File: config.mk
export PLATFORM = sky130hd
export DESIGN_NAME = dock_power_sequencer_i2c_slave_unit_flat
export DESIGN_NICKNAME = d
export VERILOG_FILES = /design/src/hw/rtl/dps_pkg.sv /design/src/hw/rtl/dps_if.sv /design/src/hw/rtl/dps_seq.sv /design/src/hw/rtl/dps_bus.sv /design/src/hw/rtl/dock_power_sequencer_i2c_slave_unit.sv /design/src/flat_wrapper.sv
export VERILOG_INCLUDE_DIRS = /design/src /design/src/hw/rtl
export SDC_FILE = /design/constraint.sdc
export NUM_CORES = 1
export LEC_CHECK = 0
export BUFFER_PORTS_ARGS = -buffer_cell sky130_fd_sc_hd__buf_4
export CAP_MARGIN = 15
export CORE_MARGIN = 2
export CORE_UTILIZATION = 60
export DETAILED_ROUTE_END_ITERATION = 8
export GPL_ROUTABILITY_DRIVEN = 0
export HOLD_SLACK_MARGIN = 0.05
export PLACE_DENSITY = 0.8
export SLEW_MARGIN = 20
export SYNTH_ARGS = -nofsm -noshare
export SYNTH_HDL_FRONTEND = slang
export SYNTH_SLANG_ARGS = --single-unit
File: constraint.sdc
create_clock -name clk -period 3.9 [get_ports clk]
set_input_delay 0.585 -clock clk [delete_from_list [all_inputs] [get_ports clk]]
set_output_delay 0.585 -clock clk [all_outputs]
set_load 0.01 [all_outputs]
File: src/hw/rtl/assert_macros.svh
// ---------------------------------------------------------------------------
// assert_macros.svh
// shared concurrent assertion macros, compiled out with ASSERT_OFF
// ---------------------------------------------------------------------------
`ifndef ASSERT_MACROS_SVH
`define ASSERT_MACROS_SVH

`ifndef ASSERT_OFF

// property holds at every clock edge outside reset
`define ASSERT_ALWAYS(label, clk, rst_n, prop) \
  label: assert property (@(posedge clk) disable iff (!rst_n) (prop)) \
    else $error("assertion failed: label");

// consequent holds in the cycle after the antecedent
`define ASSERT_NEXT(label, clk, rst_n, ante, cons) \
  label: assert property (@(posedge clk) disable iff (!rst_n) (ante) |=> (cons)) \
    else $error("assertion failed: label");

`else

`define ASSERT_ALWAYS(label, clk, rst_n, prop)
`define ASSERT_NEXT(label, clk, rst_n, ante, cons)

`endif

`endif

File: src/hw/rtl/dps_pkg.sv
// ---------------------------------------------------------------------------
// dps_pkg
// shared codes, constants and types of the dock power sequencer
// ---------------------------------------------------------------------------
package dps_pkg;

  // sequencer states
  localparam logic [2:0] SEQ_RESET  = 3'd0;
  localparam logic [2:0] SEQ_IDLE   = 3'd1;
  localparam logic [2:0] SEQ_DETECT = 3'd2;
  localparam logic [2:0] SEQ_LOCK   = 3'd3;
  localparam logic [2:0] SEQ_OFF    = 3'd4;
  localparam logic [2:0] SEQ_ON     = 3'd5;

  // event commands
  localparam logic [2:0] CMD_TICK       = 3'd0;
  localparam logic [2:0] CMD_ADDR_WRITE = 3'd1;
  localparam logic [2:0] CMD_ADDR_READ  = 3'd2;
  localparam logic [2:0] CMD_RX_BYTE    = 3'd3;
  localparam logic [2:0] CMD_TX_DONE    = 3'd4;
  localparam logic [2:0] CMD_BUS_ERROR  = 3'd5;

  // bus command bytes and replies
  localparam logic [7:0] BUS_WRITE_REG   = 8'hA0;
  localparam logic [7:0] BUS_READ_ID     = 8'hA1;
  localparam logic [7:0] BUS_READ_GATE   = 8'hA2;
  localparam logic [7:0] BUS_READ_STATUS = 8'hA3;
  localparam logic [7:0] REPLY_ID        = 8'hDC;
  localparam logic [7:0] GATE_CLOSED     = 8'hFF;
  localparam logic [7:0] GATE_REG        = 8'd1;

  // configuration register indexes
  localparam logic CFG_DEBOUNCE = 1'b0;
  localparam logic CFG_PG_DELAY = 1'b1;

  localparam logic [15:0] DEBOUNCE_RESET = 16'd50;
  localparam logic [15:0] PG_DELAY_RESET = 16'd1000;

  // side effects of a sequencer move on bus-owned state
  typedef struct packed {
    logic irq_set;
    logic gate_set;
  } seq_evt_t;

endpackage

File: src/hw/rtl/dps_if.sv
// ---------------------------------------------------------------------------
// dps_in_if / dps_out_if
// valid/ready channels carrying dock events and result items
// ---------------------------------------------------------------------------
interface dps_in_if;
  logic       valid;
  logic       ready;
  logic [2:0] command;
  logic [7:0] rx_byte;
  logic       lock_level;
  logic       detect_level;
  logic       enable_level;

  modport source (output valid, command, rx_byte, lock_level, detect_level,
                  enable_level, input ready);
  modport sink (input valid, command, rx_byte, lock_level, detect_level,
                enable_level, output ready);
endinterface

interface dps_out_if;
  logic       valid;
  logic       ready;
  logic [2:0] fsm_state;
  logic       white_led;
  logic       red_led;
  logic       case_led;
  logic       psu_on;
  logic       lock_detect;
  logic       host_irq;
  logic       rails_on;
  logic       power_good;
  logic       fans_on;
  logic       tx_valid;
  logic [7:0] tx_byte;

  modport source (output valid, fsm_state, white_led, red_led, case_led, psu_on,
                  lock_detect, host_irq, rails_on, power_good, fans_on, tx_valid,
                  tx_byte, input ready);
  modport sink (input valid, fsm_state, white_led, red_led, case_led, psu_on,
                lock_detect, host_irq, rails_on, power_good, fans_on, tx_valid,
                tx_byte, output ready);
endinterface

File: src/hw/rtl/dps_seq.sv
// ---------------------------------------------------------------------------
// dps_seq
// pin debounce, power-good delay and six-state power sequencer
// ---------------------------------------------------------------------------
module dps_seq (
  input  logic              clk,
  input  logic              rst_n,
  input  logic              step,
  input  logic              lock_level,
  input  logic              detect_level,
  input  logic              enable_level,
  input  logic [15:0]       debounce_ticks,
  input  logic [15:0]       power_good_delay,
  input  logic [7:0]        host_gate,
  output logic [2:0]        state,
  output logic [2:0]        state_nxt,
  output logic              good_nxt,
  output dps_pkg::seq_evt_t evt
);

  logic [2:0]  state_r;
  logic        locked_r, locked_nxt;
  logic        present_r, present_nxt;
  logic        enable_r, enable_nxt;
  logic [15:0] quiet_r, quiet_nxt;
  logic [1:0]  pending_r, pending_nxt;
  logic [1:0]  last_raw_r, last_raw_nxt;
  logic [15:0] good_cnt_r, good_cnt_nxt;
  logic        good_r;
  logic [1:0]  raw;
  logic [2:0]  target;
  logic        gate_open;

  assign raw       = {detect_level, lock_level};
  assign gate_open = (host_gate == 8'd0);

  always_comb begin
    locked_nxt   = locked_r;
    present_nxt  = present_r;
    enable_nxt   = enable_r;
    quiet_nxt    = quiet_r;
    pending_nxt  = pending_r;
    last_raw_nxt = last_raw_r;
    good_cnt_nxt = good_cnt_r;
    good_nxt     = good_r;
    state_nxt    = state_r;
    target       = state_r;
    evt          = '0;

    if (step) begin
      // debounce: reset state takes pins directly
      priority if (state_r == dps_pkg::SEQ_RESET) begin
        locked_nxt   = lock_level;
        present_nxt  = detect_level;
        last_raw_nxt = raw;
        pending_nxt  = 2'b00;
        quiet_nxt    = 16'd0;
      end else if (raw != last_raw_r) begin
        pending_nxt  = pending_r | (raw ^ last_raw_r);
        last_raw_nxt = raw;
        quiet_nxt    = debounce_ticks;
      end else if (pending_r != 2'b00) begin
        if (quiet_r <= 16'd1) begin
          if (pending_r[0]) locked_nxt = lock_level;
          if (pending_r[1]) present_nxt = detect_level;
          pending_nxt = 2'b00;
          quiet_nxt   = 16'd0;
        end else begin
          quiet_nxt = quiet_r - 16'd1;
        end
      end else begin
        // pins steady and settled
        pending_nxt = pending_r;
      end
      enable_nxt = enable_level;

      if (state_r == dps_pkg::SEQ_ON && !good_r) begin
        if (good_cnt_r != 16'd0) good_cnt_nxt = good_cnt_r - 16'd1;
        if (good_cnt_nxt == 16'd0) good_nxt = 1'b1;
      end

      unique case (state_r)
        dps_pkg::SEQ_RESET: target = dps_pkg::SEQ_IDLE;
        dps_pkg::SEQ_IDLE: begin
          if (gate_open) target = dps_pkg::SEQ_DETECT;
        end
        dps_pkg::SEQ_DETECT: begin
          priority if (!gate_open) target = dps_pkg::SEQ_IDLE;
          else if (present_nxt)    target = dps_pkg::SEQ_LOCK;
          else                     target = state_r;
        end
        dps_pkg::SEQ_LOCK: begin
          priority if (!gate_open) target = dps_pkg::SEQ_IDLE;
          else if (!present_nxt)   target = dps_pkg::SEQ_DETECT;
          else if (locked_nxt)     target = dps_pkg::SEQ_OFF;
          else                     target = state_r;
        end
        dps_pkg::SEQ_OFF: begin
          priority if (!gate_open) target = dps_pkg::SEQ_IDLE;
          else if (!present_nxt)   target = dps_pkg::SEQ_DETECT;
          else if (!locked_nxt)    target = dps_pkg::SEQ_LOCK;
          else if (enable_nxt)     target = dps_pkg::SEQ_ON;
          else                     target = state_r;
        end
        dps_pkg::SEQ_ON: begin
          priority if (!gate_open) target = dps_pkg::SEQ_IDLE;
          else if (!present_nxt)   target = dps_pkg::SEQ_DETECT;
          else if (!locked_nxt)    target = dps_pkg::SEQ_LOCK;
          else if (!enable_nxt)    target = dps_pkg::SEQ_OFF;
          else                     target = state_r;
        end
        default: target = dps_pkg::SEQ_RESET;
      endcase

      if (target != state_r) begin
        evt.irq_set  = (state_r < dps_pkg::SEQ_LOCK) && (target >= dps_pkg::SEQ_LOCK);
        evt.gate_set = (state_r == dps_pkg::SEQ_RESET) ||
                       ((state_r > dps_pkg::SEQ_DETECT) && (target <= dps_pkg::SEQ_DETECT));
        if (target == dps_pkg::SEQ_ON) begin
          good_cnt_nxt = power_good_delay;
          good_nxt     = (power_good_delay == 16'd0);
        end else begin
          good_cnt_nxt = 16'd0;
          good_nxt     = 1'b0;
        end
        state_nxt = target;
      end
    end
  end

  always_ff @(posedge clk) begin
    if (!rst_n) begin
      state_r    <= dps_pkg::SEQ_RESET;
      locked_r   <= 1'b0;
      present_r  <= 1'b0;
      enable_r   <= 1'b0;
      quiet_r    <= 16'd0;
      pending_r  <= 2'b00;
      last_raw_r <= 2'b00;
      good_cnt_r <= 16'd0;
      good_r     <= 1'b0;
    end else begin
      state_r    <= state_nxt;
      locked_r   <= locked_nxt;
      present_r  <= present_nxt;
      enable_r   <= enable_nxt;
      quiet_r    <= quiet_nxt;
      pending_r  <= pending_nxt;
      last_raw_r <= last_raw_nxt;
      good_cnt_r <= good_cnt_nxt;
      good_r     <= good_nxt;
    end
  end

  assign state = state_r;

endmodule

File: src/hw/rtl/dps_bus.sv
// ---------------------------------------------------------------------------
// dps_bus
// byte-wise i2c slave parser, host gate byte, interrupt flag, reply register
// ---------------------------------------------------------------------------
module dps_bus (
  input  logic              clk,
  input  logic              rst_n,
  input  logic              step,
  input  logic [2:0]        command,
  input  logic [7:0]        rx_byte,
  input  dps_pkg::seq_evt_t evt,
  output logic [7:0]        host_gate,
  output logic              irq_nxt,
  output logic              tx_valid,
  output logic [7:0]        tx_byte
);

  localparam logic [2:0] PH_IDLE = 3'd0;
  localparam logic [2:0] PH_REG  = 3'd1;
  localparam logic [2:0] PH_SIZE = 3'd2;
  localparam logic [2:0] PH_DATA = 3'd3;
  localparam logic [2:0] PH_SEND = 3'd4;
  localparam logic [2:0] PH_ACK  = 3'd5;

  logic [2:0] phase_r, phase_nxt;
  logic [7:0] cmd_r, cmd_nxt;
  logic [7:0] reg_r, reg_nxt;
  logic [7:0] len_r, len_nxt;
  logic [7:0] seen_r, seen_nxt;
  logic [7:0] reply_r, reply_nxt;
  logic [7:0] gate_r, gate_nxt;
  logic       irq_r;

  always_comb begin
    phase_nxt = phase_r;
    cmd_nxt   = cmd_r;
    reg_nxt   = reg_r;
    len_nxt   = len_r;
    seen_nxt  = seen_r;
    reply_nxt = reply_r;
    gate_nxt  = gate_r;
    irq_nxt   = irq_r;
    tx_valid  = 1'b0;
    tx_byte   = 8'd0;

    // sequencer moves only happen on ticks, never together with bus bytes
    if (evt.gate_set) gate_nxt = dps_pkg::GATE_CLOSED;
    if (evt.irq_set)  irq_nxt = 1'b1;

    if (step) begin
      unique case (command)
        dps_pkg::CMD_ADDR_WRITE,
        dps_pkg::CMD_TX_DONE,
        dps_pkg::CMD_BUS_ERROR: phase_nxt = PH_IDLE;
        dps_pkg::CMD_ADDR_READ: begin
          if (phase_r == PH_SEND) begin
            phase_nxt = PH_ACK;
            tx_valid  = 1'b1;
            tx_byte   = reply_r;
          end else begin
            phase_nxt = PH_IDLE;
          end
        end
        dps_pkg::CMD_RX_BYTE: begin
          unique case (phase_r)
            PH_IDLE: begin
              cmd_nxt = rx_byte;
              priority if (rx_byte == dps_pkg::BUS_WRITE_REG) begin
                phase_nxt = PH_REG;
              end else if (rx_byte == dps_pkg::BUS_READ_ID ||
                           rx_byte == dps_pkg::BUS_READ_GATE ||
                           rx_byte == dps_pkg::BUS_READ_STATUS) begin
                reg_nxt = 8'd0;
                priority if (rx_byte == dps_pkg::BUS_READ_ID) begin
                  irq_nxt   = 1'b0;
                  reply_nxt = dps_pkg::REPLY_ID;
                end else if (rx_byte == dps_pkg::BUS_READ_GATE) begin
                  reply_nxt = (gate_r == 8'd0) ? 8'd2 : 8'd1;
                end else begin
                  reply_nxt = 8'd1;
                end
                len_nxt   = 8'd1;
                phase_nxt = PH_SEND;
              end else begin
                phase_nxt = PH_IDLE;
              end
            end
            PH_REG: begin
              reg_nxt   = rx_byte;
              phase_nxt = PH_SIZE;
            end
            PH_SIZE: begin
              len_nxt   = rx_byte;
              seen_nxt  = 8'd0;
              phase_nxt = (rx_byte == 8'd0) ? PH_IDLE : PH_DATA;
            end
            PH_DATA: begin
              seen_nxt = seen_r + 8'd1;
              // only a single-byte write to the gate register lands
              if (seen_nxt == 8'd1 && len_r == 8'd1 && reg_r == dps_pkg::GATE_REG &&
                  cmd_r == dps_pkg::BUS_WRITE_REG)
                gate_nxt = rx_byte;
              if (seen_nxt >= len_r) phase_nxt = PH_IDLE;
            end
            default: ;
          endcase
        end
        default: ;
      endcase
    end
  end

  always_ff @(posedge clk) begin
    if (!rst_n) begin
      phase_r <= PH_IDLE;
      cmd_r   <= 8'd0;
      reg_r   <= 8'd0;
      len_r   <= 8'd0;
      seen_r  <= 8'd0;
      reply_r <= 8'd0;
      gate_r  <= dps_pkg::GATE_CLOSED;
      irq_r   <= 1'b0;
    end else begin
      phase_r <= phase_nxt;
      cmd_r   <= cmd_nxt;
      reg_r   <= reg_nxt;
      len_r   <= len_nxt;
      seen_r  <= seen_nxt;
      reply_r <= reply_nxt;
      gate_r  <= gate_nxt;
      irq_r   <= irq_nxt;
    end
  end

  assign host_gate = gate_r;

endmodule

File: src/hw/rtl/dock_power_sequencer_i2c_slave_unit.sv
// ---------------------------------------------------------------------------
// dock_power_sequencer_i2c_slave_unit
// Dock power sequencer with an i2c slave front end. Every accepted item is
// one event (a pin tick or an i2c bus event) and yields exactly one result
// item with the dock outputs after that event. An item is registered at the
// input, then processed into the output register. One item is taken every
// cycle; the only limit on rate is the output register draining, which the
// input stage follows without a bubble. The configuration registers
// (debounce ticks, power-good delay) are written through the cfg port; the
// user must do so only while the block idles; the block does not check it.
// ---------------------------------------------------------------------------
`include "assert_macros.svh"

module dock_power_sequencer_i2c_slave_unit (
  input  logic        clk,
  input  logic        rst_n,
  dps_in_if.sink      in_ch,
  dps_out_if.source   out_ch,
  input  logic        cfg_we,
  input  logic        cfg_index,
  input  logic [15:0] cfg_wdata
);

  logic [15:0] debounce_r;
  logic [15:0] pg_delay_r;

  logic       s1_valid_r;
  logic [2:0] s1_cmd_r;
  logic [7:0] s1_rx_r;
  logic       s1_lock_r;
  logic       s1_detect_r;
  logic       s1_enable_r;
  logic       adv;
  logic       tick_step;

  logic [2:0]        seq_state;
  logic [2:0]        state_nxt;
  logic              good_nxt;
  dps_pkg::seq_evt_t evt;
  logic [7:0]        host_gate;
  logic              irq_nxt;
  logic              tx_valid;
  logic [7:0]        tx_byte;

  logic       out_valid_r;
  logic [2:0] out_state_r;
  logic       out_irq_r;
  logic       out_good_r;
  logic       out_txv_r;
  logic [7:0] out_txb_r;

  // configuration
  always_ff @(posedge clk) begin
    if (!rst_n) begin
      debounce_r <= dps_pkg::DEBOUNCE_RESET;
      pg_delay_r <= dps_pkg::PG_DELAY_RESET;
    end else if (cfg_we) begin
      unique case (cfg_index)
        dps_pkg::CFG_DEBOUNCE: debounce_r <= cfg_wdata;
        dps_pkg::CFG_PG_DELAY: pg_delay_r <= cfg_wdata;
      endcase
    end
  end

  assign adv         = s1_valid_r && (!out_valid_r || out_ch.ready);
  assign in_ch.ready = !s1_valid_r || adv;
  assign tick_step   = adv && (s1_cmd_r == dps_pkg::CMD_TICK);

  // input register
  always_ff @(posedge clk) begin
    if (!rst_n) begin
      s1_valid_r <= 1'b0;
    end else if (in_ch.ready) begin
      s1_valid_r <= in_ch.valid;
    end
  end

  always_ff @(posedge clk) begin
    if (in_ch.ready && in_ch.valid) begin
      s1_cmd_r    <= in_ch.command;
      s1_rx_r     <= in_ch.rx_byte;
      s1_lock_r   <= in_ch.lock_level;
      s1_detect_r <= in_ch.detect_level;
      s1_enable_r <= in_ch.enable_level;
    end
  end

  dps_seq u_seq (
    .clk              (clk),
    .rst_n            (rst_n),
    .step             (tick_step),
    .lock_level       (s1_lock_r),
    .detect_level     (s1_detect_r),
    .enable_level     (s1_enable_r),
    .debounce_ticks   (debounce_r),
    .power_good_delay (pg_delay_r),
    .host_gate        (host_gate),
    .state            (seq_state),
    .state_nxt        (state_nxt),
    .good_nxt         (good_nxt),
    .evt              (evt)
  );

  dps_bus u_bus (
    .clk       (clk),
    .rst_n     (rst_n),
    .step      (adv),
    .command   (s1_cmd_r),
    .rx_byte   (s1_rx_r),
    .evt       (evt),
    .host_gate (host_gate),
    .irq_nxt   (irq_nxt),
    .tx_valid  (tx_valid),
    .tx_byte   (tx_byte)
  );

  // result register
  always_ff @(posedge clk) begin
    if (!rst_n) begin
      out_valid_r <= 1'b0;
    end else if (adv) begin
      out_valid_r <= 1'b1;
    end else if (out_ch.ready) begin
      out_valid_r <= 1'b0;
    end
  end

  always_ff @(posedge clk) begin
    if (adv) begin
      out_state_r <= state_nxt;
      out_irq_r   <= irq_nxt;
      out_good_r  <= good_nxt;
      out_txv_r   <= tx_valid;
      out_txb_r   <= tx_byte;
    end
  end

  assign out_ch.valid       = out_valid_r;
  assign out_ch.fsm_state   = out_state_r;
  assign out_ch.white_led   = (out_state_r == dps_pkg::SEQ_LOCK) ||
                              (out_state_r == dps_pkg::SEQ_OFF);
  assign out_ch.red_led     = (out_state_r == dps_pkg::SEQ_ON);
  assign out_ch.case_led    = (out_state_r == dps_pkg::SEQ_ON);
  assign out_ch.psu_on      = (out_state_r >= dps_pkg::SEQ_LOCK);
  assign out_ch.lock_detect = (out_state_r >= dps_pkg::SEQ_OFF);
  assign out_ch.host_irq    = out_irq_r;
  assign out_ch.rails_on    = (out_state_r == dps_pkg::SEQ_ON);
  assign out_ch.power_good  = out_good_r;
  assign out_ch.fans_on     = (out_state_r == dps_pkg::SEQ_ON);
  assign out_ch.tx_valid    = out_txv_r;
  assign out_ch.tx_byte     = out_txb_r;

  // a reply byte only comes from an address read
  `ASSERT_NEXT(a_txv_only_read, clk, rst_n,
    adv && (s1_cmd_r != dps_pkg::CMD_ADDR_READ), !out_txv_r)
  // power good is never reported outside the power-on state
  `ASSERT_ALWAYS(a_good_in_on, clk, rst_n,
    !out_valid_r || !out_good_r || (out_state_r == dps_pkg::SEQ_ON))
  // the sequencer moves only on an accepted tick
  `ASSERT_NEXT(a_state_on_tick, clk, rst_n, !tick_step, $stable(seq_state))

endmodule

File: src/flat_wrapper.sv
// flat-port wrapper written by rule: the top's interface ports become plain ports
module dock_power_sequencer_i2c_slave_unit_flat 
  (clk, rst_n, cfg_we, cfg_index, cfg_wdata, in_ch_valid, in_ch_command, in_ch_rx_byte, in_ch_lock_level, in_ch_detect_level, in_ch_enable_level, in_ch_ready, out_ch_valid, out_ch_fsm_state, out_ch_white_led, out_ch_red_led, out_ch_case_led, out_ch_psu_on, out_ch_lock_detect, out_ch_host_irq, out_ch_rails_on, out_ch_power_good, out_ch_fans_on, out_ch_tx_valid, out_ch_tx_byte, out_ch_ready);
  dps_in_if in_ch_i ();
  dps_out_if out_ch_i ();
  input  logic clk;
  input  logic rst_n;
  input  logic cfg_we;
  input  logic cfg_index;
  input  logic [15:0] cfg_wdata;
  input wire logic [$bits(in_ch_i.valid)-1:0] in_ch_valid;
  input wire logic [$bits(in_ch_i.command)-1:0] in_ch_command;
  input wire logic [$bits(in_ch_i.rx_byte)-1:0] in_ch_rx_byte;
  input wire logic [$bits(in_ch_i.lock_level)-1:0] in_ch_lock_level;
  input wire logic [$bits(in_ch_i.detect_level)-1:0] in_ch_detect_level;
  input wire logic [$bits(in_ch_i.enable_level)-1:0] in_ch_enable_level;
  output wire logic [$bits(in_ch_i.ready)-1:0] in_ch_ready;
  output wire logic [$bits(out_ch_i.valid)-1:0] out_ch_valid;
  output wire logic [$bits(out_ch_i.fsm_state)-1:0] out_ch_fsm_state;
  output wire logic [$bits(out_ch_i.white_led)-1:0] out_ch_white_led;
  output wire logic [$bits(out_ch_i.red_led)-1:0] out_ch_red_led;
  output wire logic [$bits(out_ch_i.case_led)-1:0] out_ch_case_led;
  output wire logic [$bits(out_ch_i.psu_on)-1:0] out_ch_psu_on;
  output wire logic [$bits(out_ch_i.lock_detect)-1:0] out_ch_lock_detect;
  output wire logic [$bits(out_ch_i.host_irq)-1:0] out_ch_host_irq;
  output wire logic [$bits(out_ch_i.rails_on)-1:0] out_ch_rails_on;
  output wire logic [$bits(out_ch_i.power_good)-1:0] out_ch_power_good;
  output wire logic [$bits(out_ch_i.fans_on)-1:0] out_ch_fans_on;
  output wire logic [$bits(out_ch_i.tx_valid)-1:0] out_ch_tx_valid;
  output wire logic [$bits(out_ch_i.tx_byte)-1:0] out_ch_tx_byte;
  input wire logic [$bits(out_ch_i.ready)-1:0] out_ch_ready;
  assign in_ch_i.valid = in_ch_valid;
  assign in_ch_i.command = in_ch_command;
  assign in_ch_i.rx_byte = in_ch_rx_byte;
  assign in_ch_i.lock_level = in_ch_lock_level;
  assign in_ch_i.detect_level = in_ch_detect_level;
  assign in_ch_i.enable_level = in_ch_enable_level;
  assign in_ch_ready = in_ch_i.ready;
  assign out_ch_valid = out_ch_i.valid;
  assign out_ch_fsm_state = out_ch_i.fsm_state;
  assign out_ch_white_led = out_ch_i.white_led;
  assign out_ch_red_led = out_ch_i.red_led;
  assign out_ch_case_led = out_ch_i.case_led;
  assign out_ch_psu_on = out_ch_i.psu_on;
  assign out_ch_lock_detect = out_ch_i.lock_detect;
  assign out_ch_host_irq = out_ch_i.host_irq;
  assign out_ch_rails_on = out_ch_i.rails_on;
  assign out_ch_power_good = out_ch_i.power_good;
  assign out_ch_fans_on = out_ch_i.fans_on;
  assign out_ch_tx_valid = out_ch_i.tx_valid;
  assign out_ch_tx_byte = out_ch_i.tx_byte;
  assign out_ch_i.ready = out_ch_ready;
  dock_power_sequencer_i2c_slave_unit u_core (.clk(clk), .rst_n(rst_n), .in_ch(in_ch_i), .out_ch(out_ch_i), .cfg_we(cfg_we), .cfg_index(cfg_index), .cfg_wdata(cfg_wdata));
endmodule
* Word-level counts from Yosys, hierarchy flattened
Cells that the tools add are included.
W data, S select, Z words.
** Storage, ports and cells
- Bits in registers :: 156
- Input bits :: 36
- Output and inout port bits :: 23
- Logic and storage cells :: 212
** Cells by class
- Add/subtract/negate cells :: 3
- Magnitude comparators :: 8
- Equal/unequal tests :: 32
- Muxes and demuxes :: 85
- Bitwise gates (word level) :: 4
- Reductions and logical operators :: 50
** Operator list (number)
- $mux W16 :: 10
- $mux W8 :: 10
- $mux W3 :: 21
- $pmux W8 S2 :: 3
- $eq A8 B8 Y1 const B :: 5
- $logic_not A16 Y1 :: 2
- $sub A16 B1 Y16 const B :: 2
- $mux W1 :: 27
- $eq A3 B3 Y1 const B :: 8
- $eq A8 B1 Y1 const B :: 3
- $mux W2 :: 11
- $eq A3 B2 Y1 const B :: 7
- $pmux W3 S6 :: 1
- $le A16 B1 Y1 const B :: 1
- $logic_not A8 Y1 :: 2
- $reduce_bool A16 Y1 :: 1
- $reduce_and A5 Y1 :: 3
- $reduce_bool A2 Y1 :: 7
- $pmux W3 S4 :: 1
- $reduce_and A2 Y1 :: 6
- $eq A3 B1 Y1 const B :: 3
- $logic_and A1 B1 Y1 :: 9
- $logic_not A3 Y1 :: 3
- $pmux W3 S3 :: 1
- other kinds (21) :: 35

* Longest topological paths before layout
Gate-level depths: netlist of the first run.
- Depth in word-level cells :: 23
- Gate-level depth with buffers :: 14
- Mapped depth without buffers :: 12

* Hierarchy
Synthesis of the first run repeated with hierarchy kept, for this count alone.
** Unflattened totals
- Cells, all modules :: 907
- Area total of the unflattened synthesis :: 7935.1 um2
** By module, submodules not included
- dps_seq :: times used 1, cells each 431, area an instance 3161.8 um2, sequential area each 840.8 um2
- dps_bus :: times used 1, cells each 294, area an instance 2536.2 um2, sequential area each 940.9 um2
- dock_power_sequencer_i2c_slave_unit :: times used 1, cells each 182, area an instance 2237.1 um2, sequential area each 1521.5 um2

* Least setup slack after synthesis of the first run
Ideal clock, no wire load.
- Kind :: flip-flop to flip-flop
- From :: register u_core.u_seq.good_cnt_r[7]
- To :: register u_core.out_good_r (netlist: u_core.out_ch.power_good) (data pin)
- Setup time :: 159 ps
- Arrival :: 2853 ps
- Required time :: 3741 ps
- Setup slack :: 888 ps
- Cell stages (with the launch flop) :: 11
- Buffers on the path :: 0
- Period minus slack after synthesis :: 3012 ps
- Path through :: dfxtp_1 or4_4 or4_4 or3_4 nand2b_1 or3_1 o21ai_1 nand4_1 nor4_2 mux2i_1 a22oi_1
** On the way
- Longest elaborated chain between the ends :: 9
- Elaborated cells between the ends (all ways) :: 10
- Classes of those cells :: add/sub: 1; mux: 7; reduce/logical: 2
** Ends and longest elaborated chain
- start, declared :: line dps_seq.sv:28 : logic [15:0] good_cnt_r, good_cnt_nxt;
- start signal, assigned :: line dps_seq.sv:150 : good_cnt_r <= good_cnt_nxt;
- $sub A16 B1 Y16 / $reduce_bool A16 Y1 (equally long branches) :: line dps_seq.sv:78 : if (good_cnt_r != 16'd0) good_cnt_nxt = good_cnt_r - 16'd1;
- $mux W16 (*) :: line dps_seq.sv:78
- $mux W16 (*) :: line dps_seq.sv:77 : if (state_r == dps_pkg::SEQ_ON && !good_r) begin
- $mux W16 (*) :: line dps_seq.sv:50 : if (step) begin
- $logic_not A16 Y1 (*) :: line dps_seq.sv:79 : if (good_cnt_nxt == 16'd0) good_nxt = 1'b1;
- $mux W1 (*) :: line dps_seq.sv:79
- $mux W1 (*) :: line dps_seq.sv:77
- $mux W1 (*) :: line dps_seq.sv:115 : if (target != state_r) begin
- $mux W1 (*) :: line dps_seq.sv:50
- via u_core.good_nxt :: line dock_power_sequencer_i2c_slave_unit.sv:38 : logic good_nxt;
- end signal, assigned :: line dock_power_sequencer_i2c_slave_unit.sv:132 : out_good_r <= good_nxt;
- end, declared :: line dock_power_sequencer_i2c_slave_unit.sv:48 : logic out_good_r;
The timed path passes the listed nets; every way through them passes the cells marked *. The select of a mux whose other input is x is not followed.
A chain may end at the register's enable or synchronous reset.

* Worst setup path after layout of the first run
- From :: register u_core.u_seq.quiet_r[4]
- To :: register u_core.u_seq.good_cnt_r[13]
** On the way
- Longest elaborated chain between the ends :: 14
- Elaborated cells between the ends (all ways) :: 30
- Classes of those cells :: order compare: 1; eq/ne: 2; mux: 25; reduce/logical: 2
** Ends and longest elaborated chain
- start, declared :: line dps_seq.sv:25 : logic [15:0] quiet_r, quiet_nxt;
- start signal, assigned :: line dps_seq.sv:147 : quiet_r <= quiet_nxt;
- $le A16 B1 Y1 (*) :: line dps_seq.sv:63 : if (quiet_r <= 16'd1) begin
- $mux W1 :: line dps_seq.sv:63
- $mux W1 :: line dps_seq.sv:62 : end else if (pending_r != 2'b00) begin
- $mux W1 :: line dps_seq.sv:58 : end else if (raw != last_raw_r) begin
- $mux W1 :: line dps_seq.sv:52 : priority if (state_r == dps_pkg::SEQ_RESET) begin
- $mux W1 :: line dps_seq.sv:50
- $mux W3, on equally long branches :: line dps_seq.sv:108, dps_seq.sv:95, dps_seq.sv:101
- $mux W3, on equally long branches :: line dps_seq.sv:107, dps_seq.sv:94, dps_seq.sv:100
- $mux W3, on equally long branches :: line dps_seq.sv:106, dps_seq.sv:93, dps_seq.sv:99
- $pmux W3 S6 (*) :: line dps_seq.sv:82 : unique case (state_r)
- $mux W3 (*) :: line dps_seq.sv:50
- $eq A3 B3 Y1 / $ne A3 B3 Y1 (equally long branches) :: line dps_seq.sv:119, dps_seq.sv:115
- $mux W16 / $reduce_bool A2 Y1 (equally long branches)
- $mux W16 / $reduce_and A2 Y1 (equally long branches)
Every way passes the cells marked *; elsewhere a longest branch is shown, timed or not. The select of a mux whose other input is x is not followed.

==> results.py, run 1 <==
metrics = {
    "cells_and_area": {
        "final_area_mm2": 0.008377,
        "nets": 963,
        "diodes": 0,
        "regArea_mm2": 0.003153,
        "post-route-util": 0.6974,
        "area_growth_pct": 13.80,
        "multi_input_area_mm2": 0.003869,
        "final_cell_count_no_fill": 1073,
        "fillers": 927,
        "drive_gt1_frac": 0.1296,
    },
    "detailed_routing": {
        "num_vias": 6639,
        "drcViolationCount": 0,
        "drt_iter0_drc": 582,
        "wire_per_inst_um": 16.66,
        "via_per_inst": 6.187,
        "drt_first_pass_iters": 5,
        "final_antenna_net_count": 0,
        "finalWirelength_um": 17880,
    },
    "critical_path": {
        "path_cells": "nor4_1, nor4bb_1, and4_1, mux2i_1, a21oi_1, nor3_2, or2_1, o211ai_1, o311a_1, o311a_1",
        "critPathMaxFanout": 19,
        "worstPathRequired_ps": 4220,
        "setup.worst_path.class": "flop to flop",
        "path_buf_inv": 0,
        "cpMostUsedCell": "o311a_1",
        "start_kind": "flop",
        "max_stage_delay_ps": 530,
        "critPathArrivalTime_ps": 3990,
        "cpMaxStageDelayCell": "or2_1",
        "end_kind": "flop",
        "path_delay_family": "simple AND/OR/NAND/NOR gates",
    },
    "floorplanning": {
        "die_x_um": 114.8,
        "fp.dieH_um": 114.8,
        "core-area_mm2": 0.01201,
        "fp.dieArea_mm2": 0.01317,
        "io_pins": 59,
        "rows": 40,
        "initial_core_util": 0.6128,
    },
    "yosys": {
        "synth_edf_count": 23,
        "ys_warn_count": 0,
        "yosysSeqAreaShare": 0.4284,
        "synth_common_cells": "nand2_1, dfxtp_1, a21oi_1, nor2_1, nand3_1",
        "synth_ff_type": "dfxtp_1",
        "async_flop_share": 0,
        "synth_top_cell_by_area": "dfxtp_1",
        "syn_inst": 885,
        "syn-num-nets": 935,
        "yosysMostFrequentCell": "nand2_1",
        "netlist_area_mm2": 0.007361,
        "ys_seq_elements": 146,
        "netlist.area_leader.share": 0.3345,
        "ys_types": 78,
        "synthTopCellsByArea": "dfxtp_1, edfxtp_1, nand2_1",
        "avgSynthCellArea_um2": 8.317,
    },
    "cts": {
        "cts_tree": "built",
        "clk_latency_ps": 430,
        "cts_hold_buffers": 0,
        "cts.htree.levels": 4,
        "clk_path_buf_depth": 2,
        "numCtsBuffers": 17,
        "post_cts_buffers": 0,
        "ctsResizeCount": 0,
        "root_buffer": "clkbuf_16",
        "path_clk_slew_ps": 60,
        "cts.sinks": 146,
    },
    "grt": {
        "gr-total-overflow": 0,
        "grt_util_met1": 0.3837,
        "top_usage_layer": "met2",
        "met3_usage": 0.05535,
        "grt_use_met2": 0.4213,
        "grt_util_all_layers": 0.2752,
        "antenna_found_initial": 0,
        "grt_pass1_wl_um": 28740,
        "grt_pass1_vias": 5961,
        "grt_max_degree": 49,
    },
    "hold_path": {
        "min_path_type": "primary input to flop",
    },
    "placement": {
        "io_buffers": 57,
        "place_inst": 1041,
        "dpl_cell_area_mm2": 0.007795,
        "dp_hpwl_um": 12630,
    },
    "sta": {
        "setup_tns_ps": 0,
        "slew_headroom": 0.2061,
        "slew_violations": 0,
        "setup_viol": 0,
        "min_period_over_period": 0.9415,
        "clock_skew_ps": 9.005,
        "max_slew.worst_pin.slew_ps": 1188,
        "fin_crit_ps": 3672,
        "hold_viol": 0,
        "timing.fmax_mhz": 272.3,
        "rsz0062_at_grt": "no",
    },
    "power": {
        "ir_drop_mv": 0.3038,
        "power_density_mw_per_mm2": 410.8,
        "power_uw": 3441,
        "p_leak_uw": 0.003206,
    },
    "run_status": {
        "status": "finished clean",
    },
    "flow_run": {
        "maxCapViolCount": 0,
    },
}
## per-stage QoR
stage / hold slack, ps / setup WS, ps
6_report: 324.8 / 228.1
4_1_cts: 307.3 / 346.6
5_1_grt: 308.3 / 76.94
3_3_place_gp: 438.8 / 577.2
2_1_floorplan: 431.6 / 888.2
3_5_place_dp: 445.0 / 370.7
## worst register-to-register path, cell delays in order, from the launching register on
cell and delay (ps):
dfxtp_1 370, nor4_1 430, nor4bb_1 450, and4_1 340
mux2i_1 240, a21oi_1 100, nor3_2 260, or2_1 530
o211ai_1 300, o311a_1 420, o311a_1 120
## power by group
part           total, uW  internal [uW]  switching (uW)
logic                228           91.0             137
registers           1610           1570            40.0
clock network       1610            948             659
## metal layers
| metal | vias up | part of all wire |
|---|---|---|
| met3 | 28 | 0.065 |
| met5 | - | 0 |
| met1 | 3109 | 0.46 |
| li1 | 3211 | - |
| met2 | 291 | 0.46 |
| met4 | 0 | 0.018 |
## layout by cell type (no fill, tap or decap), drive strengths merged, types with 7 or more instances in the layout
cell type  netlist  final
nor3            16     16
nand2          163    163
o21ai           24     24
edfxtp          23     23
nor4            22     22
nand2b          10     10
nand4            7      7
mux2i           17     17
inv             27     32
dfxtp          123    123
xnor2           22     22
buf             17     65
a22oi           17     17
clkbuf          39     18
xor2             8      8
o22ai           10     10
and2            16     16
nor2            63     63
o31ai           19     19
and3            11     11
a21oi           76     76
nand3           49     49
ha              14     14
## flip-flops by register name, indices dropped and copies added (netlist names), 16 cells and up
signal / count
u_core.debounce_r: 16
u_core.pg_delay_r: 16
u_core.u_seq.good_cnt_r: 16
u_core.u_seq.quiet_r: 16
## final cells by class
| type | count | share of cell area |
|---|---|---|
| inverter | 27 | 0.01210 |
| clock inverter | 14 | 0.01822 |
| timing repair buffer | 65 | 0.05825 |
| tap | 147 | 0.02196 |
| multi-input combinational | 656 | 0.4618 |
| sequential | 146 | 0.3764 |
| clock buffer | 18 | 0.05123 |
## cells by family (layout without fill, tap and decap cells)
family / after synthesis / in the layout / share of synthesized area
buf+inv: 83 / 124 / 0.04878
mux: 18 / 18 / 0.02465
flops: 146 / 146 / 0.4284
compound gates: 202 / 202 / 0.1810
fa+ha+maj: 14 / 14 / 0.02380
xor+xnor: 30 / 30 / 0.03570
simple gates: 391 / 391 / 0.2572
other cells: 1 / 1 / 0.0005095
## worst paths after layout
| check | from | to | slack, ps | depth (start not counted) |
|---|---|---|---|---|
| worst max-delay path | u_core.u_seq.quiet_r[4] | u_core.u_seq.good_cnt_r[13] | 230 | 10 |
| worst min-delay path | in_ch_rx_byte[5] | u_core.s1_rx_r[5] | 320 | 1 |
| worst max register to register | u_core.u_seq.quiet_r[4] | u_core.u_seq.good_cnt_r[13] | 230 | 10 |
| worst min register to register | u_core.u_bus.reg_r[7] | u_core.u_bus.reg_r[7] | 450 | 2 |
Power figures use the tool's default switching activity.
==> run 2: changes to the inputs <==
Settings changed: CELL_PAD_IN_SITES_DETAIL_PLACEMENT set to 1, CELL_PAD_IN_SITES_GLOBAL_PLACEMENT set to 2, CORE_UTILIZATION 60 to 36, PLACE_DENSITY 0.8 to unset, PLACE_DENSITY_LB_ADDON set to 0.1.
==> run 2 against run 1 <==
- die area rose by 64%
- critical path type unchanged
- power rose by 3.6%
- final cell count rose by 12%
- setup slack improved by 170 ps
- first-iteration DRC count fell by 39%
- critical endpoint unchanged
- non-clock buffer count rose by 7
- clock power rose by 7%
- largest cell class unchanged
==> results.py, run 2 (synthesis gave the netlist of run 1 again) <==
metrics = {
    "run_status": {
        "status": "finished clean",
    },
    "sta": {
        "slew_headroom": 0.3248,
        "rsz0062_at_grt": "no",
        "clock_skew_ps": 13.11,
        "slew_violations": 0,
        "timing.fmax_mhz": 285.6,
        "max_slew.worst_pin.slew_ps": 1011,
        "hold_viol": 0,
        "setup_slack_ps": 398.7,
        "min_period_over_period": 0.8978,
        "setup_viol": 0,
        "fin_crit_ps": 3501,
        "setup_tns_ps": 0,
    },
    "critical_path": {
        "max_stage_delay_ps": 590,
        "end_kind": "flop",
        "r2r_end": "u_core.u_seq.good_cnt_r[13]",
        "r2r_slack_ps": 400,
        "critPathMaxFanout": 19,
        "reg2reg_depth": 10,
        "setup.worst_path.class": "flop to flop",
        "crit_start": "u_core.u_seq.quiet_r[8]",
        "worstPathRequired_ps": 4210,
        "cpMostUsedCell": "o311a_1",
        "path_cells": "or4_4, nor4_4, and4_1, o21ai_1, and2_1, nor3_2, or2_2, o211ai_1, o311a_1, o311a_1",
        "cpMaxStageDelayCell": "or4_4",
        "start_kind": "flop",
        "r2r-start": "u_core.u_seq.quiet_r[8]",
        "critPathArrivalTime_ps": 3810,
    },
    "cells_and_area": {
        "fillers": 2407,
        "layout_commonest_cell": "nand2_1",
        "regArea_mm2": 0.003153,
        "diodes": 0,
        "multi_input_area_mm2": 0.003874,
        "final_cell_mix": "nand2_1, dfxtp_1, a21oi_1, buf_4, nor2_1",
        "drive_gt1_frac": 0.1393,
        "nets": 970,
        "area_growth_pct": 17.12,
    },
    "placement": {
        "io_buffers": 57,
        "dp_slack_ps": 204.5,
        "dp_hpwl_um": 15970,
    },
    "detailed_routing": {
        "final_antenna_net_count": 0,
        "wl_met3_um": 682,
        "drt_iter0_drc": 353,
        "wire_per_inst_um": 18.12,
        "via_per_inst": 5.444,
        "finalWirelength_um": 21800,
        "drt-met1-wl_um": 10960,
        "dr.max_layer_used": "met4",
        "num_vias": 6549,
        "wl_met2_um": 9903,
        "drt_first_pass_iters": 5,
        "drcViolationCount": 0,
    },
    "floorplanning": {
        "core-area_mm2": 0.02017,
        "die_x_um": 147.0,
        "fp.dieArea_mm2": 0.02161,
        "fp.dieH_um": 147.0,
        "initial_core_util": 0.3650,
        "io_pins": 59,
        "rows": 52,
    },
    "cts": {
        "root_buffer": "clkbuf_16",
        "clk_latency_ps": 430,
        "cts.htree.levels": 4,
        "clk_path_buf_depth": 2,
        "cts.sinks": 146,
        "path_clk_slew_ps": 70,
        "numCtsBuffers": 17,
        "cts_tree": "built",
    },
    "grt": {
        "gr-total-overflow": 0,
        "grt_pass1_vias": 6677,
        "grt_util_all_layers": 0.2061,
        "antenna_found_initial": 0,
        "grt_max_degree": 46,
        "grt_pass1_wl_um": 35760,
    },
    "hold_path": {
        "min_path_type": "primary input to flop",
        "holdPathStages": 1,
        "hold_path_end": "u_core.s1_rx_r[7]",
        "min-delay-start": "in_ch_rx_byte[7]",
    },
    "power": {
        "power_density_mw_per_mm2": 413.5,
        "ir_drop_mv": 0.2862,
        "p_leak_uw": 0.003278,
    },
    "flow_run": {
        "maxCapViolCount": 0,
    },
}
==> run 2: per-layer routing <==
layer  up-vias  global-route usage
li1       3230                   -
met1      3189              0.2916
met2       111              0.3284
met3        19             0.03323
met4         0             0.05577
met5         -                   0
==> run 2: stage by stage <==
stage               total power [uW]  cell area [um2]  instances  utilization  hold slack [ps]
global route                    3711             8621       1203       0.4274            305.7
floorplan                       1774             7361        885            -            431.6
global placement                1871             8001       1171       0.3967            439.7
CTS                             3611             8616       1203       0.4272            307.4
detailed placement              1878             8001       1171       0.3967            449.6
finish                          3564             8621       1203       0.4274            321.5
==> run 2: power breakdown <==
part	leakage, uW	switching, uW	internal [uW]
combinational	0.00175	144	91.2
sequential	0.00122	42.1	1570
clock	0.000305	742	979
==> run 2: how the worst max path moves through the flow <==
stage                                             end  depth (start not counted)
after floorplan              u_core.out_ch.power_good                         10
after global placement     u_core.u_seq.good_cnt_r[8]                         10
after detailed placement  u_core.u_seq.good_cnt_r[13]                         10
after CTS                 u_core.u_seq.good_cnt_r[13]                         10
after global routing       u_core.u_seq.good_cnt_r[4]                         11
final                     u_core.u_seq.good_cnt_r[13]                         10
==> run 2: worst max-delay path, delay by kind of cell, from the launching register on <==
family | cells | cell delay, ps
and+or+nand+nor | 6 | 2080
DFF | 1 | 370
AOI/OAI and AO/OA | 4 | 930
==> run 2: area by class of cell <==
cell class,instances,area share
clock buffers,17,0.04935
clock inverters,15,0.02192
inverters,27,0.01176
multi-input cells,656,0.4493
flip-flops and latches,146,0.3657
well taps,270,0.03919
repair buffers,72,0.06270
==> run 2: what timing repair did <==
item | CTS | global route
endpoints found under the setup margin | 0 | 3
buffers inserted | 0 | 0
hold buffers | 0 | 0
gates resized for setup | 0 | 1
==> run 3: changes to the inputs <==
Settings changed: CORE_ASPECT_RATIO set to 1.25, CORE_UTILIZATION 36 to 33.
Clock period 3.9 ns to 3.2 ns, I/O delays scaled along.
==> run 3 against run 2 <==
- the flow now finishes with violations (negative setup slack)
- first-iteration DRC count shrank 2.5%
- setup slack lost 410 ps
- sequential share of layout area shrank 1.9 points
- die area grew 8.9%
- power grew 24%
- routed wire length grew 6.0%
- fmax grew 9.0%
- register-to-register slack lost 410 ps
- sequential power grew 21%
- flip-flop and latch count is the same
- cell area grew 5.5%
- critical path type unchanged
- critical endpoint is now u_core.out_ch.power_good
==> results.py, run 3 (synthesis gave the netlist of run 1 again) <==
metrics = {
    "run_status": {
        "status": "complete, but fails checks",
        "violations": "negative setup slack",
    },
    "sta": {
        "timing.fmax_mhz": 311.2,
        "max_slew.worst_pin.slew_ps": 938.3,
        "min_period_over_period": 1.004,
        "setup_viol": 1,
        "slew_violations": 0,
        "slew_headroom": 0.3732,
        "hold_viol": 0,
        "setup_slack_ps": -13.32,
        "clock_skew_ps": 12.77,
        "rsz0062_at_grt": "yes",
        "fin_crit_ps": 3213,
    },
    "floorplanning": {
        "die_x_um": 137.6,
        "core-area_mm2": 0.02206,
        "rows": 61,
        "fp.dieArea_mm2": 0.02352,
        "fp.dieH_um": 171.0,
        "io_pins": 59,
        "initial_core_util": 0.3337,
    },
    "cells_and_area": {
        "layout_commonest_cell": "nand2_1",
        "nets": 1012,
        "diodes": 0,
        "area_growth_pct": 23.53,
        "final_cell_count_no_fill": 1258,
        "post-route-util": 0.4122,
        "drive_gt1_frac": 0.1990,
        "final_cell_mix": "nand2_1, dfxtp_1, buf_4, a21oi_1, nor2_1",
    },
    "critical_path": {
        "worstPathRequired_ps": 3360,
        "reg2reg_depth": 10,
        "critPathMaxFanout": 4,
        "start_kind": "flop",
        "setup.worst_path.class": "flop to flop",
        "critPathArrivalTime_ps": 3370,
        "end_kind": "flop",
    },
    "cts": {
        "cts_tree": "built",
        "clk_path_buf_depth": 2,
        "cts.sinks": 146,
        "numCtsBuffers": 17,
        "path_clk_slew_ps": 70,
        "cts_hold_buffers": 0,
        "cts.htree.levels": 4,
        "root_buffer": "clkbuf_16",
        "clk_latency_ps": 430,
    },
    "placement": {
        "place_inst": 1219,
        "dp_slack_ps": -152.5,
        "dp_hpwl_um": 17280,
        "io_buffers": 57,
    },
    "detailed_routing": {
        "drt_iter0_drc": 344,
        "wire_per_inst_um": 18.37,
        "via_per_inst": 5.309,
        "num_vias": 6679,
        "finalWirelength_um": 23110,
        "drcViolationCount": 0,
        "drt_first_pass_iters": 4,
        "final_antenna_net_count": 0,
    },
    "power": {
        "ir_drop_mv": 0.4164,
        "p_leak_uw": 0.003514,
        "power_density_mw_per_mm2": 486.7,
    },
    "grt": {
        "grt_util_met1": 0.2607,
        "grt_pass1_wl_um": 37850,
        "grt_max_degree": 40,
        "grt_use_met2": 0.3599,
        "gr-total-overflow": 0,
        "grt_pass1_vias": 7057,
        "antenna_found_initial": 0,
        "top_usage_layer": "met2",
        "met3_usage": 0.02785,
        "grt_util_all_layers": 0.2061,
    },
    "hold_path": {
        "min_path_type": "primary input to flop",
        "holdPathStages": 1,
    },
    "flow_run": {
        "maxCapViolCount": 0,
    },
}
run 3: changes by cell type in the layout (fill, tap and decap cells not counted), moves of 3 or more:
cell / delta
a21oi_2: +3
o21ai_1: -3
dfxtp_2: +3
inv_8: -6
a21oi_1: -3
dfxtp_1: -3
buf_4: +40
o21ai_2: +3
run 3: routing by layer:
metal	vias to the layer above	part of all wire	wire length, um
met1	3251	0.46	10550
met5	-	0	0
met4	0	0.019	449
met2	84	0.50	11630
li1	3311	-	-
met3	33	0.020	470
run 3: path summary, 6_finish.rpt:
path | from | end | slack [ps]
max | u_core.u_seq.quiet_r[8] | u_core.out_ch.power_good | -10
min | in_ch_rx_byte[5] | u_core.s1_rx_r[5] | 230
min reg2reg | u_core.u_bus.reg_r[1] | u_core.u_bus.reg_r[1] | 450
max reg2reg | u_core.u_seq.quiet_r[8] | u_core.out_ch.power_good | -10
run 3: where the power goes:
| part | total [uW] | switching [uW] | internal [uW] |
|---|---|---|---|
| clock | 2150 | 834 | 1320 |
| sequential | 1950 | 45.4 | 1910 |
| combinational | 321 | 189 | 132 |
run 3: area by class of cell:
class	instances	area, um2
fillers	2597	12960
multi-input cells	656	3978
flip-flops and latches	146	3157
repair buffers	114	872.1
clock buffers	18	429.2
well taps	283	354.1
clock inverters	14	201.4
inverters	27	101.3
run 3: repair_timing:
action / CTS / global route
buffers inserted: 5 / 2
pin swaps: 8 / 2
endpoints found under the setup margin: 15 / 19
resized for setup: 19 / 14
cloned: 0 / 0
run 3: stage by stage:
step	power [uW]	cell area (um2)	setup TNS [ps]	hold slack, ps
6_report	4425	9092	-13.32	228.0
5_1_grt	4607	9092	-1348	204.8
4_1_cts	4479	9024	-20.91	210.8
3_5_place_dp	2308	8293	-803.8	453.3
3_3_place_gp	2302	8293	0	444.7
2_1_floorplan	2163	7361	0	431.6
run 3: worst max-delay path, stage by stage, from the launching register on:
cell      delay, ps
dfxtp_2         320
or4_4           550
nor4_4          280
and4_4          300
or3b_4          150
nand2_2          50
a211o_1         330
or3_4           370
a21boi_4        220
mux2i_1         250
a22oi_1         120
